--- config.mk ---
export PLATFORM = sky130hd
export DESIGN_NAME = rm2q_sqrt
export DESIGN_NICKNAME = d
export VERILOG_FILES = /design/src/rtl/core/rm2q_pkg.sv /design/src/rtl/core/rm2q_sqrt.sv
export SDC_FILE = /design/constraint.sdc
export NUM_CORES = 2
export LEC_CHECK = 0
export BUFFER_PORTS_ARGS = -buffer_cell sky130_fd_sc_hd__buf_2
export CAP_MARGIN = 20
export CORE_MARGIN = 10
export CORE_UTILIZATION = 45
export DETAILED_ROUTE_END_ITERATION = 8
export SLEW_MARGIN = 30
export SYNTH_ARGS = -nofsm -noshare
export SYNTH_HDL_FRONTEND = slang
export SYNTH_SLANG_ARGS = --single-unit
--- constraint.sdc ---
create_clock -name i_clk -period 4 [get_ports i_clk]
set_input_delay 0.4 -clock i_clk [delete_from_list [all_inputs] [get_ports i_clk]]
set_output_delay 0.4 -clock i_clk [all_outputs]
set_load 0.02 [all_outputs]
--- src/rtl/core/rm2q_pkg.sv ---
`timescale 1ns / 1ps
`default_nettype none

package rm2q_pkg;

    // Fixed-point format of the rotation entries and quaternion parts.
    localparam int FRAC_BITS = 22;

    // Field widths.
    localparam int R_W   = FRAC_BITS + 2;   // matrix entry, signed
    localparam int POS_W = 32;              // translation component
    localparam int MAG_W = FRAC_BITS + 1;   // quaternion magnitude, up to ONE
    localparam int Q_W   = FRAC_BITS + 2;   // signed quaternion vector part
    localparam int THR_W = FRAC_BITS;       // zero threshold register

    // Internal widths.
    localparam int T_W    = R_W + 3;                 // signed trace combination
    localparam int D_W    = R_W + 1;                 // off-diagonal difference
    localparam int ABS_W  = T_W - 1;                 // magnitude of a combination
    localparam int RAD_W  = ABS_W + FRAC_BITS - 2;   // square root radicand
    localparam int ROOT_W = (RAD_W + 1) / 2;         // square root result
    localparam int SQ_W   = 2 * ROOT_W;              // radicand padded to even width
    localparam int REM_W  = ROOT_W + 2;              // square root remainder
    localparam int SAT_W  = (ROOT_W > MAG_W) ? ROOT_W : MAG_W;

    // The value one in the formats used below.
    localparam logic signed [T_W-1:0] ONE_T = T_W'(1) << FRAC_BITS;
    localparam logic [SAT_W-1:0]      ONE_S = SAT_W'(1) << FRAC_BITS;
    localparam logic [MAG_W-1:0]      ONE_M = MAG_W'(1) << FRAC_BITS;
    localparam logic signed [Q_W-1:0] ONE_Q = Q_W'(1) << FRAC_BITS;

    // Three-way sign: nz low means zero, otherwise neg selects the sign.
    typedef struct packed {
        logic neg;
        logic nz;
    } t_sgn;

    localparam t_sgn SGN_POS = '{neg: 1'b0, nz: 1'b1};

    // Input transaction.
    typedef struct packed {
        logic signed [R_W-1:0]   r00;
        logic signed [R_W-1:0]   r01;
        logic signed [R_W-1:0]   r02;
        logic signed [R_W-1:0]   r10;
        logic signed [R_W-1:0]   r11;
        logic signed [R_W-1:0]   r12;
        logic signed [R_W-1:0]   r20;
        logic signed [R_W-1:0]   r21;
        logic signed [R_W-1:0]   r22;
        logic signed [POS_W-1:0] pos_x;
        logic signed [POS_W-1:0] pos_y;
        logic signed [POS_W-1:0] pos_z;
    } t_in;

    // Output transaction.
    typedef struct packed {
        logic signed [POS_W-1:0] out_x;
        logic signed [POS_W-1:0] out_y;
        logic signed [POS_W-1:0] out_z;
        logic [MAG_W-1:0]        quat_w;
        logic signed [Q_W-1:0]   quat_x;
        logic signed [Q_W-1:0]   quat_y;
        logic signed [Q_W-1:0]   quat_z;
    } t_out;

    // Data that rides alongside the square root pipeline.
    typedef struct packed {
        logic signed [POS_W-1:0] pos_x;
        logic signed [POS_W-1:0] pos_y;
        logic signed [POS_W-1:0] pos_z;
        t_sgn                    d_x;     // sign of r21 - r12
        t_sgn                    d_y;     // sign of r02 - r20
        t_sgn                    d_z;     // sign of r10 - r01
        t_sgn                    s_r10;
        t_sgn                    s_r20;
        t_sgn                    s_r21;
    } t_side;

endpackage

`default_nettype wire

--- src/rtl/core/rm2q_sqrt.sv ---
`timescale 1ns / 1ps
`default_nettype none

module rm2q_sqrt
    import rm2q_pkg::*;
(
    input  wire logic              i_clk,
    input  wire logic [ROOT_W-1:0] i_adv,
    input  wire logic [SQ_W-1:0]   i_rad,
    output logic [ROOT_W-1:0]      o_root
);

    // One result bit per stage, restoring digit-by-digit square root.
    logic [SQ_W-1:0]   r_rad  [ROOT_W];
    logic [REM_W-1:0]  r_rem  [ROOT_W];
    logic [ROOT_W-1:0] r_root [ROOT_W];

    for (genvar g = 0; g < ROOT_W; g++) begin : g_stage
        logic [SQ_W-1:0]    w_rad;
        logic [REM_W-1:0]   w_rem;
        logic [ROOT_W-1:0]  w_root;
        logic [REM_W+1:0]   w_trial;
        logic [REM_W+1:0]   w_sub;
        logic [SQ_W-1:0]    n_rad;
        logic [REM_W-1:0]   n_rem;
        logic [ROOT_W-1:0]  n_root;

        // The first stage starts from the incoming radicand.
        if (g == 0) begin : g_first
            assign w_rad  = i_rad;
            assign w_rem  = '0;
            assign w_root = '0;
        end else begin : g_next
            assign w_rad  = r_rad[g-1];
            assign w_rem  = r_rem[g-1];
            assign w_root = r_root[g-1];
        end

        // Bring down two radicand bits and try to subtract 4q + 1.
        always_comb begin
            w_trial = {w_rem, w_rad[SQ_W-1 -: 2]};
            w_sub   = (REM_W + 2)'({w_root, 2'b01});
            n_rad   = w_rad << 2;
            if (w_trial >= w_sub) begin
                n_rem  = REM_W'(w_trial - w_sub);
                n_root = {w_root[ROOT_W-2:0], 1'b1};
            end else begin
                n_rem  = REM_W'(w_trial);
                n_root = {w_root[ROOT_W-2:0], 1'b0};
            end
        end

        always_ff @(posedge i_clk) begin
            if (i_adv[g]) begin
                r_rad[g]  <= n_rad;
                r_rem[g]  <= n_rem;
                r_root[g] <= n_root;
            end
        end
    end

    assign o_root = r_root[ROOT_W-1];

endmodule

`default_nettype wire

==> results.md <==
- Outcome: complete, no violations
- Diodes inserted: 0
- DRT antenna net count: 0
- Drt wl/cell: approximately 17 um
- PortBufs: 92
- Tcrit/Tclk final: 0.881
- Fin. Hold Viols: 0
- Most frequent cell after synthesis: edfxtp_1
- Syn-to-layout area delta: 13.1%
- FF-to-FF setup slack: 0.48 ns
- Initial DRC Count: approximately 2,500
- HPWL after DPL: 84.8 mm
- Root buffer cell: clkbuf_16
- Share of layout cells above drive strength 1: 0.0871
- Initial cell density of the core: 0.453
- Mapped Area: 60,300 sq um
- Max Buffers Root-to-Sink: 3
- I/O pins: 93
- Rows: roughly 130
- Seq/Total Area, Yosys: 0.647
- Vias in the first global route: 35,000
- Multi-input gate area: 19,600 sq um
- Initial antenna violation count: 0
- Slew Viols, Final: 0
- Largest cells by area after synthesis: edfxtp_1 65%, ha_1 6.2%, xnor2_1 3.2%, xor2_1 2.8%, a21oi_1 2.4%
- Gate Count Post-Synth: 4,608
- CTS Sinks: around 1,300
- Setup_tns: 0 ns
- Largest net degree at the start of global routing: 66
- Yosys warning count: 0
- Fmax: 284 MHz
- Critical path's top delay family: compound AO/OA/AOI/OAI gates
- Final worst path period need: 3.52 ns
- Syn Area/Cell: 13.1 sq um
- Final net count: 5,228
- H-Tree Depth: 4
- Cts bufs inserted: 142
- Max-Cap Viols: 0
- Ys async rst share: 0
- RSZ-0062 raised after global routing: false
- Lkg Pwr: around 26 nW
- Required time worst endpoint: 4.47 ns
- Drt total wl: between 100 and 150 mm
- Overflow after GRT: 0
- Synth Flop Type: edfxtp_1
- Worst VDD drop: 0.462 mV
- Post-synth cell types: slightly below 90
- Worst rel slew slack: 0.407
- Area leader, netlist: edfxtp_1
- Sequential Area: about 39,000 sq um
- Clk slew on worst S/H paths: 0.06 ns
- DIE WIDTH: 386 um
- Crit Path Category: flop to flop
- Post-synth top cells: 1,300 x edfxtp_1, 369 x inv_1, 304 x nand2_1
- Post-Synthesis Net Count: 4,978
- Hold buffer count at cts: 48
- Most used cell along the critical path: a21oi_1
- First-pass GRT wire length: 185 mm
- Die Y: 386 um
- CP max-delay cell: a2111oi_1
- Synth top area share: 0.647
- Buffers & Inverters on Critical Path: 0
- # Post-CTS Setup Buffers: 0
- Clk_skew: 0.0396 ns
- Crit path DAT: ~4 ns
- PD cells: about 540 nW/um^2
- CTS-repair resized insts: 0
- Worst Setup Start Kind: flop
- CTS tree: built
- Final setup violation count: 0
- Slowest stage delay, CP: 0.75 ns
- DR DRC count: 0
- EDFF count, synth: 1,300
- Worst-path fanout max: 4
- Core box area: 133,000 sq um
- Power, Total: 0.0368 W
- Pre-antenna DRT Iters: 8
- Crit-path cells: ha_1 -> nor2b_1 -> o21ai_0 -> a21oi_1 -> o41ai_1 -> a21oi_1 -> a2111oi_1 -> nand3b_1 -> xnor2_1
- Worst Hold Class: primary input to flop
- Vias post-DR: 35,400
- GP Congestion: 0.884
- Worst-skew pair later-pin latency: 0.77 ns
- Crit end category: flop
- Seq cells post-synth: 1,300
- Fillers: between 10,000 and 15,000
- Gr usage total: 0.153
- Vias per std cell: ~5.3
- Slew @ Worst Pin: 0.890 ns
- Die footprint: 149,000 sq um
[where the power goes]
group,switching (W),internal [W],total (W)
Sequential,0.000986,0.0170,0.0180
Clock,0.00530,0.00743,0.0127
Combinational,0.00343,0.00262,0.00605
Total,0.00972,0.0270,0.0368
[routing by layer]
metal / wire length (um) / track usage / share of wire / vias to the layer above
met4: 2270 / 0.0430 / 0.020 / 0
met3: 5320 / 0.0309 / 0.047 / 160
li1: - / - / - / 17600
met5: 0 / 0 / 0 / -
met2: 54700 / 0.255 / 0.48 / 676
met1: 51900 / 0.203 / 0.45 / 16900
[cell families after synthesis]
family                     after synthesis  synth area share
AOI/OAI and AO/OA                      889            0.0916
xor gates and xnor gates               416            0.0604
adders and majority gates              300            0.0622
buffers and inverters                  457            0.0289
DFF                                   1300             0.647
muxes                                   51           0.00931
other                                    1         0.0000622
and+or+nand+nor                       1194             0.100
[layout by cell type (no fill, tap or decap), types with 42 or more instances in the layout]
master         count
dlygate4sd3_1     48
inv_1            369
a21oi_1          290
ha_1             300
edfxtp_1        1300
nand4_1           42
o21a_1            62
nor3_1           105
nand2b_1          50
clkbuf_16        142
nand2_1          304
nor2_1           284
buf_2             87
xnor2_1          222
o21ai_0          217
nand3_1           98
nor4_1            65
buf_4             55
xor2_1           194
a21o_1           102
[worst register-to-register path: stages (launching register included)]
cell,delay [ns]
edfxtp_1,0.39
ha_1,0.35
nor2b_1,0.15
o21ai_0,0.25
a21oi_1,0.17
o41ai_1,0.56
a21oi_1,0.29
a2111oi_1,0.75
nand3b_1,0.17
xnor2_1,0.17
[area by class of cell]
cell class,instances,share of cell area
sequential,1300,0.572
multi-input combinational,2851,0.287
clock buffer,170,0.0536
tap,1768,0.0324
timing repair buffer,193,0.0204
inverter,370,0.0204
clock inverter,85,0.0136
[worst paths after layout]
| check | depth (start not counted) | endpoint | start |
|---|---|---|---|
| worst max-delay path | 9 | r_rem[1][143] | r_rem[1][100] |
| worst min-delay path | 1 | r_rem[1][14] | i_adv[8] |
| worst max register to register | 9 | r_rem[1][143] | r_rem[1][100] |
| worst min register to register | 0 | r_rad[0][347] | r_rad[0][301] |
[stage by stage]
step                      area (sq um)   util  std cells  hold WS, ns  setup slack [ns]
after floorplan                  60300      -       4608        0.400             0.970
after global placement           63100  0.474       6434        0.400             0.587
after detailed placement         63100  0.474       6434        0.405             0.567
after CTS                        68200  0.512       6737       0.0131             0.499
after global routing             68200  0.512       6737       0.0545             0.230
final                            68200  0.512       6737       0.0736             0.476
[registers in the layout, summed over array words and instances (netlist names)]
| register | count |
|---|---|
| r_rad | 506 |
| r_root | 276 |
| r_rem | 518 |
(Power assumes the default switching activity.)
